### config.mk
export PLATFORM = sky130hd
export DESIGN_NAME = lgps_queue
export DESIGN_NICKNAME = d
export VERILOG_FILES = /design/src/hw/rtl/lgps_pkg.sv /design/src/hw/rtl/lgps_queue.sv
export SDC_FILE = /design/constraint.sdc
export NUM_CORES = 1
export LEC_CHECK = 0
export BUFFER_PORTS_ARGS = -buffer_cell sky130_fd_sc_hd__buf_4
export CORE_MARGIN = 8
export CORE_UTILIZATION = 25
export DETAILED_ROUTE_END_ITERATION = 7
export GPL_ROUTABILITY_DRIVEN = 0
export PLACE_DENSITY = 0.5
export SETUP_SLACK_MARGIN = 0.5
export SYNTH_ARGS = -nofsm -noshare
export SYNTH_HDL_FRONTEND = slang
export SYNTH_SLANG_ARGS = --single-unit
### constraint.sdc
create_clock -name i_clk -period 1.54 [get_ports i_clk]
set_input_delay 0.308 -clock i_clk [delete_from_list [all_inputs] [get_ports i_clk]]
set_output_delay 0.308 -clock i_clk [all_outputs]
set_load 0.03 [all_outputs]
### src/hw/rtl/lgps_pkg.sv
// Shared types and constants for the legged gait phase scheduler.
// No dependencies; every other file of the block imports this package.
package lgps_pkg;

    localparam int MAX_SEGMENTS_DEF  = 16;
    localparam int FRACTION_BITS_DEF = 16;
    localparam int TICK_W            = 31;
    localparam int TPS_W             = 8;
    localparam int NSEG_W            = 5;
    localparam int OFF_W             = 4;
    localparam int DUR_W             = 5;
    localparam int LEGS              = 4;
    localparam int CFG_W             = 20;
    localparam int CFG_ADDR_W        = 2;
    localparam int SEG_W             = 4;
    // Widest period: 16 segments of 255 ticks
    localparam int P_W               = 12;

    typedef enum logic [CFG_ADDR_W-1:0] {
        CFG_NUM_SEGMENTS      = 2'd0,
        CFG_TICKS_PER_SEGMENT = 2'd1,
        CFG_LEG_OFFSETS       = 2'd2,
        CFG_LEG_DURATIONS     = 2'd3
    } t_cfg_addr;

    // Clamped settings and tick-scaled leg timing, derived from the registers
    typedef struct packed {
        logic [NSEG_W-1:0]               nseg;
        logic [TPS_W-1:0]                tps;
        logic [P_W-1:0]                  period;
        logic [LEGS-1:0][NSEG_W-1:0]     off;
        logic [LEGS-1:0][NSEG_W-1:0]     dur;
        logic [LEGS-1:0][P_W-1:0]        off_t;
        logic [LEGS-1:0][P_W-1:0]        dur_t;
        logic [LEGS-1:0][P_W-1:0]        swing_t;
    } t_sched_cfg;

    // Item passed from front to back: segment and tick within segment
    typedef struct packed {
        logic [SEG_W-1:0] seg;
        logic [TPS_W-1:0] sub;
    } t_qitem;

endpackage

### src/hw/rtl/lgps_queue.sv
// Two-entry queue between front and back ends.
// Depends on lgps_pkg.
module lgps_queue
    import lgps_pkg::*;
(
    input  logic   i_clk,
    input  logic   i_rst_n,
    input  logic   i_valid,
    output logic   o_ready,
    input  t_qitem i_item,
    output logic   o_valid,
    input  logic   i_ready,
    output t_qitem o_item
);

    t_qitem     r_mem [2];
    logic       r_wp;
    logic       r_rp;
    logic [1:0] r_cnt;
    logic       push;
    logic       pop;

    assign o_ready = r_cnt != 2'd2;
    assign o_valid = r_cnt != 2'd0;
    assign o_item  = r_mem[r_rp];
    assign push    = i_valid && o_ready;
    assign pop     = o_valid && i_ready;

    always_ff @(posedge i_clk) begin
        if (!i_rst_n) begin
            r_wp  <= 1'b0;
            r_rp  <= 1'b0;
            r_cnt <= 2'd0;
        end else begin
            if (push) r_wp <= !r_wp;
            if (pop)  r_rp <= !r_rp;
            r_cnt <= r_cnt + {1'b0, push} - {1'b0, pop};
        end
    end

    always_ff @(posedge i_clk) begin
        if (push) r_mem[r_wp] <= i_item;
    end

endmodule

==> results.py <==
metrics = {
    "run_status": {
        "status": "finished clean",
    },
    "cts": {
        "htree_levels": 2,
        "clock_path_buffers": 2,
        "clk_latency_ns": 0.27,
        "clock_sinks": 29,
        "root_buffer": "clkbuf_8",
        "cts_tree": "yes",
        "path_clk_slew_ns": 0.06,
        "cts_made_buffers": 5,
    },
    "yosys": {
        "syn_inst": 67,
        "syn_nets": 84,
        "yosys_warnings": 0,
        "ys_seq_area_share_pct": 73.0,
        "synth-seq-cells": 29,
        "syn-cell-area_sq_um": 1120,
        "syn_area_per_cell_sq_um": 16.8,
        "synth_cell_type_count": 25,
    },
    "cells_and_area": {
        "area_growth_pct": 51.5,
        "antenna_cells": 0,
        "fin_nets": 124,
        "utilization_pct": 39.1,
        "drive_gt1_share_pct": 60.7,
        "mostFrequentLayoutCells": "edfxtp_1, buf_4, buf_6",
        "final_area_sq_um": 1700,
        "mostFrequentLayoutCell": "edfxtp_1",
    },
    "drt": {
        "drtIter0Drc": 34,
        "drt_wl_total_microns": 2290,
        "num_vias": 683,
        "avgRoutedWirePerCell_microns": 14.4,
        "vias_per_cell": 4.30,
        "wl_met2_microns": 1120,
        "drtAntennaViolNets": 0,
        "drt-met1-wl_microns": 966,
        "dr.pass1.iters": 3,
        "dr_wl_met3_microns": 173,
        "drc_errors": 0,
        "maxUsedRoutingLayer": "met4",
    },
    "critical_path": {
        "cp_cell_sequence": "buf_12, mux2_4, buf_6",
        "end_kind": "output pin",
        "crit_slowest_cell": "dfxtp_2",
        "slowest_delay_ns": 0.34,
        "worstPathArrival_ns": 1.21,
        "crit_type": "flop to output pin",
        "start_kind": "flop",
        "cp.required_ns": 1.23,
        "cp_max_fo": 12,
    },
    "timing": {
        "fin_hold_ws_ns": 0.222,
        "hold_viol": 0,
        "slew_headroom_pct": 68.0,
        "skew_ns": 0.00418,
        "slew_violations": 0,
        "period_needed_ns": 1.52,
        "fmax_mhz": 658,
        "finalCritPeriodShare_pct": 98.7,
        "worst_slew_pin_slew_ns": 0.473,
        "setup_viol": 0,
        "rsz0062_at_grt": "yes",
    },
    "global_route": {
        "grt_pass1_wl_microns": 4020,
        "grt_pass1_vias": 797,
        "overflow": 0,
        "grt_max_degree": 13,
        "track_usage_pct": 7.43,
        "antenna_found_initial": 0,
    },
    "pwr": {
        "p_leak_nw": 0.668,
        "powerDensity_nw_per_um2": 1490,
        "power_mw": 2.53,
        "vdd_drop_max_uv": 607,
    },
    "placement": {
        "dpl_cell_area_sq_um": 1500,
        "portBuffers": 29,
    },
    "die": {
        "coreArea_sq_um": 4350,
        "fp.dieW_microns": 83.1,
        "die_area_sq_um": 6900,
        "io_pins": 30,
        "die_h_microns": 83.1,
        "row_count": 24,
        "start_util_pct": 25.8,
    },
    "run": {
        "max-cap-violations": 0,
    },
    "worst_hold_path": {
        "hp-class": "input pin to flop",
    },
}
## registers in the layout (all words and copies together), names as in the netlist, named ones only
| name | cells |
|---|---|
| r_mem | 24 |
| r_cnt | 2 |
| r_rp | 1 |
| r_wp | 1 |
## per-layer routing
metal,up-vias,global-route usage [%]
li1,333,-
met1,320,7.88
met2,25,12.0
met3,5,4.20
met4,0,2.88
met5,-,0
## power by group
part | total, mW | switching, mW | internal, mW
combinational | 0.955 | 0.447 | 0.508
sequential | 1.02 | 0.0557 | 0.968
clock | 0.556 | 0.252 | 0.303
total | 2.53 | 0.755 | 1.78
## final cells by class
type	instances	area, sq um
inverters	2	12.5
multi-input cells	36	400
clock inverters	1	3.75
flip-flops and latches	29	830
fillers	424	2650
well taps	52	65.1
clock buffers	6	72.6
repair buffers	33	320
## worst paths after layout
kind	from	endpoint	slack [ns]	depth (start not counted)
worst max-delay path	flop	o_item[2]	0.02	3
worst min-delay path	i_item[1]	r_mem[1][1]	0.22	1
worst max register to register	r_cnt[1]	r_cnt[1]	0.25	6
worst min register to register	r_rp	r_rp	0.50	2
## cell usage after synthesis
| master | count | share of area [%] |
|---|---|---|
| a21bo_1 | 1 | 0.89 |
| a21oi_1 | 1 | 0.44 |
| and2_1 | 1 | 0.56 |
| and3_1 | 2 | 1.1 |
| buf_2 | 1 | 0.44 |
| dfxtp_1 | 5 | 8.9 |
| edfxtp_1 | 24 | 64 |
| ha_1 | 1 | 1.1 |
| inv_1 | 2 | 0.67 |
| mux2_1 | 10 | 10 |
| mux2_2 | 2 | 2.0 |
| nand2b_1 | 1 | 0.56 |
| nand3_1 | 1 | 0.44 |
| nand3b_1 | 1 | 0.67 |
| nor2_1 | 4 | 1.3 |
| nor2b_1 | 1 | 0.56 |
| nor3_2 | 1 | 0.89 |
| nor4_1 | 1 | 0.56 |
| nor4bb_1 | 1 | 0.89 |
| o21ai_0 | 1 | 0.44 |
| o21ai_1 | 1 | 0.44 |
| o21ba_1 | 1 | 0.89 |
| o31a_1 | 1 | 0.78 |
| or2_2 | 1 | 0.56 |
| xor2_1 | 1 | 0.78 |
## cells by family (layout without fill, tap and decap cells)
logic type	Yosys count	after routing	synth area share [%]
simple gates	15	16	8.12
xor+xnor	1	1	0.779
compound gates	6	6	3.89
fa+ha+maj	1	1	1.11
flops	29	29	73.0
buf+inv	3	42	1.11
mux	12	12	12.0
## metrics by stage
step / setup TNS, ns / std cells / worst slack [ns]
after floorplan: 0 / 67 / 0.305
after global routing: -0.336 / 159 / -0.0318
after detailed placement: 0 / 148 / 0.196
after global placement: 0 / 148 / 0.249
final: 0 / 159 / 0.0204
after CTS: -0.0136 / 159 / -0.00340
## critical path, delay by kind of cell, from the launching register on
| kind | cells | cell delay, ns |
|---|---|---|
| buffers and inverters | 2 | 0.29 |
| DFF | 1 | 0.34 |
| muxes | 1 | 0.31 |
## repair_timing
action	4_1_cts	5_1_grt
setup buffers	3	0
cloned	1	0
hold buffers	0	0
pin swaps	2	3
gates resized for setup	22	3
endpoints found under the setup margin	40	42
Note: power is estimated with default switching activity, not from simulation.
