<file path="src/hw/rtl/lgps_pkg.sv">
// Shared types and constants for the legged gait phase scheduler.
// No dependencies; every other file of the block imports this package.
package lgps_pkg;

    localparam int MAX_SEGMENTS_DEF  = 16;
    localparam int FRACTION_BITS_DEF = 16;
    localparam int TICK_W            = 31;
    localparam int TPS_W             = 8;
    localparam int NSEG_W            = 5;
    localparam int OFF_W             = 4;
    localparam int DUR_W             = 5;
    localparam int LEGS              = 4;
    localparam int CFG_W             = 20;
    localparam int CFG_ADDR_W        = 2;
    localparam int SEG_W             = 4;
    // Widest period: 16 segments of 255 ticks
    localparam int P_W               = 12;

    typedef enum logic [CFG_ADDR_W-1:0] {
        CFG_NUM_SEGMENTS      = 2'd0,
        CFG_TICKS_PER_SEGMENT = 2'd1,
        CFG_LEG_OFFSETS       = 2'd2,
        CFG_LEG_DURATIONS     = 2'd3
    } t_cfg_addr;

    // Clamped settings and tick-scaled leg timing, derived from the registers
    typedef struct packed {
        logic [NSEG_W-1:0]               nseg;
        logic [TPS_W-1:0]                tps;
        logic [P_W-1:0]                  period;
        logic [LEGS-1:0][NSEG_W-1:0]     off;
        logic [LEGS-1:0][NSEG_W-1:0]     dur;
        logic [LEGS-1:0][P_W-1:0]        off_t;
        logic [LEGS-1:0][P_W-1:0]        dur_t;
        logic [LEGS-1:0][P_W-1:0]        swing_t;
    } t_sched_cfg;

    // Item passed from front to back: segment and tick within segment
    typedef struct packed {
        logic [SEG_W-1:0] seg;
        logic [TPS_W-1:0] sub;
    } t_qitem;

endpackage

</file>
<file path="src/hw/rtl/lgps_front.sv">
// Front end: pipelined restoring division of the tick by ticks per segment,
// folding quotient bits into a running remainder modulo the segment count.
// Depends on lgps_pkg.
module lgps_front
    import lgps_pkg::*;
(
    input  logic              i_clk,
    input  logic              i_rst_n,
    input  t_sched_cfg        i_cfg,
    input  logic              i_valid,
    output logic              o_ready,
    input  logic [TICK_W-1:0] i_tick,
    output logic              o_valid,
    input  logic              i_ready,
    output t_qitem            o_item
);

    localparam int NS = TICK_W;

    logic                   r_v    [NS];
    logic [TICK_W-1:0]      r_tick [NS];
    logic [TPS_W-1:0]       r_rem  [NS];
    logic [NSEG_W-1:0]      r_mod  [NS];
    logic [TPS_W-1:0]       n_rem  [NS];
    logic [NSEG_W-1:0]      n_mod  [NS];
    logic                   en;

    assign en      = !r_v[NS-1] || i_ready;
    assign o_ready = en;
    assign o_valid = r_v[NS-1];
    assign o_item  = '{seg: r_mod[NS-1][SEG_W-1:0], sub: r_rem[NS-1]};

    always_comb begin
        logic [TICK_W-1:0] s_tick;
        logic [TPS_W-1:0]  s_rem;
        logic [NSEG_W-1:0] s_mod;
        logic [TPS_W:0]    x;
        logic [NSEG_W:0]   m;
        logic              ge;
        for (int k = 0; k < NS; k++) begin
            s_tick = (k == 0) ? i_tick : r_tick[k-1];
            s_rem  = (k == 0) ? '0 : r_rem[k-1];
            s_mod  = (k == 0) ? '0 : r_mod[k-1];
            x  = {s_rem, s_tick[TICK_W-1-k]};
            ge = x >= {1'b0, i_cfg.tps};
            x  = ge ? x - {1'b0, i_cfg.tps} : x;
            n_rem[k] = x[TPS_W-1:0];
            m  = {s_mod, ge};
            m  = (m >= {1'b0, i_cfg.nseg}) ? m - {1'b0, i_cfg.nseg} : m;
            n_mod[k] = m[NSEG_W-1:0];
        end
    end

    always_ff @(posedge i_clk) begin
        if (!i_rst_n) begin
            for (int k = 0; k < NS; k++) r_v[k] <= 1'b0;
        end else if (en) begin
            r_v[0] <= i_valid;
            for (int k = 1; k < NS; k++) r_v[k] <= r_v[k-1];
        end
    end

    always_ff @(posedge i_clk) begin
        if (en) begin
            r_tick[0] <= i_tick;
            for (int k = 1; k < NS; k++) r_tick[k] <= r_tick[k-1];
            for (int k = 0; k < NS; k++) begin
                r_rem[k] <= n_rem[k];
                r_mod[k] <= n_mod[k];
            end
        end
    end

endmodule

</file>
<file path="config.mk">
export PLATFORM = sky130hd
export DESIGN_NAME = lgps_front
export DESIGN_NICKNAME = d
export VERILOG_FILES = /design/src/hw/rtl/lgps_pkg.sv /design/src/hw/rtl/lgps_front.sv
export SDC_FILE = /design/constraint.sdc
export NUM_CORES = 2
export LEC_CHECK = 0
export ABC_AREA = 1
export BUFFER_PORTS_ARGS = -buffer_cell sky130_fd_sc_hd__buf_4
export CORE_ASPECT_RATIO = 1.1
export CORE_UTILIZATION = 50
export DETAILED_ROUTE_END_ITERATION = 8
export HOLD_SLACK_MARGIN = 0.03
export PLACE_DENSITY = 0.71
export SLEW_MARGIN = 20
export SYNTH_ARGS = -nofsm -noshare
export SYNTH_HDL_FRONTEND = slang
export SYNTH_SLANG_ARGS = --single-unit
</file>
<file path="constraint.sdc">
create_clock -name i_clk -period 35.5 [get_ports i_clk]
set_clock_uncertainty 0.15 [all_clocks]
set_input_delay 7.1 -clock i_clk [delete_from_list [all_inputs] [get_ports i_clk]]
set_output_delay 7.1 -clock i_clk [all_outputs]
set_load 0.005 [all_outputs]
</file>
==> results.txt <==
The share of layout cells above drive strength 1 came out at 6.37%. At the pin with the least slew margin, the transition time is 1.10 ns. The relative contribution of the clock network to total power came out at 20.9%. Setup violations remaining at the end of the flow were counted as 0. The post-placement cell count is 6,931. The global routing usage summed across all routing layers is 19.3%.

The final count of hold timing violations came out at 0. The count of non-filler cells in the finished layout came out at 7,107. The startpoint class of the critical path is a primary input. The source-to-sink clock delay at the later pin of the worst-skew pair came out at 0.70 ns. By area the synthesized netlist is led by edfxtp_1, nand2_1, ha_1. Data on the critical path arrives at its endpoint at 8.09 ns. Combinational cells account for 43.3% of the total power. The clock passes through at most 3 buffers. The weighted congestion reported at the end of routability-driven placement is 0.870. The count of pins on the block boundary came out at 258. After layout, the worst path uses 43.2% of the clock period.

Setup repair after global routing left no endpoint under its margin. The die covers 104,000 µm². The post-route setup TNS is 0 ns.

The total count of max-transition violations in the final report came out at 0. nand2_1 is the most common cell in the netlist. The slowest stage of the critical path is the nand2_4 cell. The routed via count came out at 35,800. The summed instance area of the synthesized netlist is 51,500 µm². The number of setup buffers added after CTS is 0. The hold-fix buffer count after cts came out at 0. For this design the static power due to leakage is 27.8 nW. The shortest clock period the worst path allows after layout came out at 15.34 ns. The synthesized net count is 6,223. The peak clock frequency supported by timing came out at 0.0652 GHz. Summed over all nets, the switching power comes to 1.87 mW.

The core utilization of the finished layout came out at 55.4%. In this run the power density over the cells is 84.2 nW/µm². The number of clock buffers inserted by TritonCTS is 94. The number of buffers inserted by port buffering came out at 61. The headroom to the max-slew limit is 26.9%. Walking the worst path, the cells encountered are buf_4 > inv_1 > nand2_4 > buf_4. The effective utilization at floorplan came out at 50.4%. The Yosys warning count came out at 0. The cell occurring most often along the worst timing path is buf_4.

The path class of the tightest hold or removal check is reg -> reg. The H-tree depth is 3. The overall die width is 308 µm. The total internal power is 2.89 mW.

Summing all non-filler instances in the final layout gives an area of 56,600 µm². The final-layout worst hold slack is 0.259 ns. In the routed layout, each cell is associated on average with a via count of 5.04. The kind of cell with the highest combined delay along the critical path is buffers and inverters. The number of synthesized register bits came out at 898. The tree is rooted in a clkbuf_16.

Clock-pin slew was measured on the worst setup and hold paths at 0.06 ns. The number of nets still failing antenna checks after routing came out at 0. The routed wirelength normalized by instance count came out at 14.0 µm. The via count of the first global-routing pass is 34,400. The critical path is of the in -> out type. The required time of the critical path came out at 28.25 ns.

The routed wire length is 99,400 µm. For this run, the slowest stage of the critical path takes 0.44 ns. The DRC violation count after routing came out at 0.

The flow ran to the end, and the final reports show no timing, DRC or antenna violations. In this run, post-CTS repair resized a total of 0 instances. Counting flops with an async set or reset pin after synthesis yields a share of 0%.

The placed standard-cell area came out at 53,400 µm². The fraction of power spent switching nets came out at 39.3%. For this run, the register share of the synthesized area comes to 52.4%. TritonCTS built the clock tree. Before antenna repair, the detailed router went through 5 iterations. The library cell with the largest summed area after synthesis is edfxtp_1. The number of different library cells in the post-synthesis netlist came out at 35.

The commonest cells after synthesis are nand2_1, edfxtp_1, inv_1, nand3_1, ha_1. The die is 339 µm tall. The floorplan row count is 123. The growth of design area from synthesis to finish is 9.86%.

The overall overflow remaining after global route is 0. The predominant post-synthesis flop cell is edfxtp_1. Entering global routing, the biggest net connects 189 pins. The buffers plus inverters on the worst setup path is 3.

The global-route wire length before repair came out at 165,000 µm. For this run, the post-layout net count is 6,350. The area share of the leading cell type in the synthesized netlist came out at 52.3%. The core region is 102,000 µm². The worst setup path is captured at an output port. The worst vdd rail ir drop came out at 0.0000459 V. The tool flagged a number of max-cap violations equal to 0.

The number of antenna violations at the first check in global routing came out at 0. Synthesis handed over a netlist of 5,525 instances. The count of clock tree sinks came out at 898. The detailed router's first-iteration violation count came out at 2,131.

The average cell area after synthesis is 9.32 µm². The biggest fanout along the worst timing path is 59. The HPWL after detailed placement came out at 65,400 µm. The sequential cell fraction of total power came out at 35.9%. The number of diodes is 0. The count of flip-flops with a built-in enable after synthesis came out at 897.
final cells by class:
class	instances	area, µm²
clock inverter	63	708
tap	1375	1720
timing repair buffer	81	646
fill	8864	45600
clock buffer	113	2440
multi-input combinational	3719	20900
sequential	898	27000
inverter	858	3220
flip-flops by register name, summed over array words and instances, names as in the netlist:
name    cells
r_v        31
r_mod     154
r_rem     248
r_tick    465
power groups by stage:
| stage | sequential (mW) | combinational [mW] | clock (mW) |
|---|---|---|---|
| after detailed placement | 1.72 | 2.04 | 0 |
| final | 1.71 | 2.06 | 0.993 |
| after global placement | 1.72 | 1.98 | 0 |
| after CTS | 1.71 | 2.06 | 1.02 |
| after global routing | 1.73 | 2.39 | 1.06 |
| after floorplan | 1.66 | 1.68 | 0 |
worst reg2reg max path, cell delays in order (launching register included):
cell	delay (ns)
edfxtp_1	0.42
ha_1	0.37
nand2_1	0.11
inv_1	0.05
a21oi_1	0.19
nand2_1	0.11
nand2_2	0.22
nand2_8	0.12
inv_1	0.08
ha_1	0.15
inv_1	0.06
fa_1	0.41
nand3_1	0.09
nand2_1	0.09
a21oi_1	0.42
inv_1	0.15
nand2_1	0.09
nand2_1	0.05
layout by cell type, fill, tap and decap left out, types with 2 or more instances in the layout:
cell type,instances
a21boi_0,2
a21oi_1,188
a21oi_2,7
a31oi_1,3
and2_1,7
buf_12,3
buf_4,78
bufinv_16,9
clkbuf_1,18
clkbuf_16,95
clkinv_1,21
clkinv_16,6
clkinv_2,21
clkinv_4,5
clkinvlp_4,6
edfxtp_1,897
fa_1,60
ha_1,394
inv_1,849
inv_2,3
nand2_1,1884
nand2_2,41
nand2_4,25
nand2_8,8
nand3_1,512
nand3b_1,15
nand4_1,60
nor2_1,239
nor2_2,30
nor3_1,32
o21ai_0,46
o21bai_1,2
or2_0,7
or2_1,2
or2_2,26
xnor2_1,41
xor2_1,85
stage by stage:
stage               setup slack (ns)  power [mW]
CTS                            20.12        4.79
global placement               20.14        3.70
global route                   20.04        5.19
floorplan                       2.80        3.34
detailed placement             20.14        3.76
finish                         20.16        4.76
per-layer routing:
layer  global-route usage [%]  share of wire [%]  up-vias
li1                         -                  -    18400
met1                     24.9                 44    16600
met2                     33.3                 48      711
met3                     2.37                4.2      195
met4                     7.01                3.0        0
met5                        0                  0        -
worst paths after layout:
path | from | end | slack (ns) | cells after the start
worst max register to register | r_rem[0][18] | r_mod[0][15] | 31.93 | 17
worst max-delay path | i_ready | o_ready | 20.16 | 4
worst min-delay path | r_tick[0][282] | r_tick[0][313] | 0.26 | 0
worst min register to register | r_tick[0][282] | r_tick[0][313] | 0.26 | 0
logic make-up (layout without fill, tap and decap cells):
kind of cell             Yosys count  in the layout  share of synthesized area [%]
AND/OR/NAND/NOR                 2890           2890                           24.0
buffers and inverters            908           1115                           7.13
flip-flops                       898            898                           52.4
adder cells (fa/ha/maj)          454            454                           11.9
AO/OA/AOI/OAI                    249            249                           2.51
XOR/XNOR                         126            126                           2.14
No activity file was read; power rests on OpenSTA's default activity.
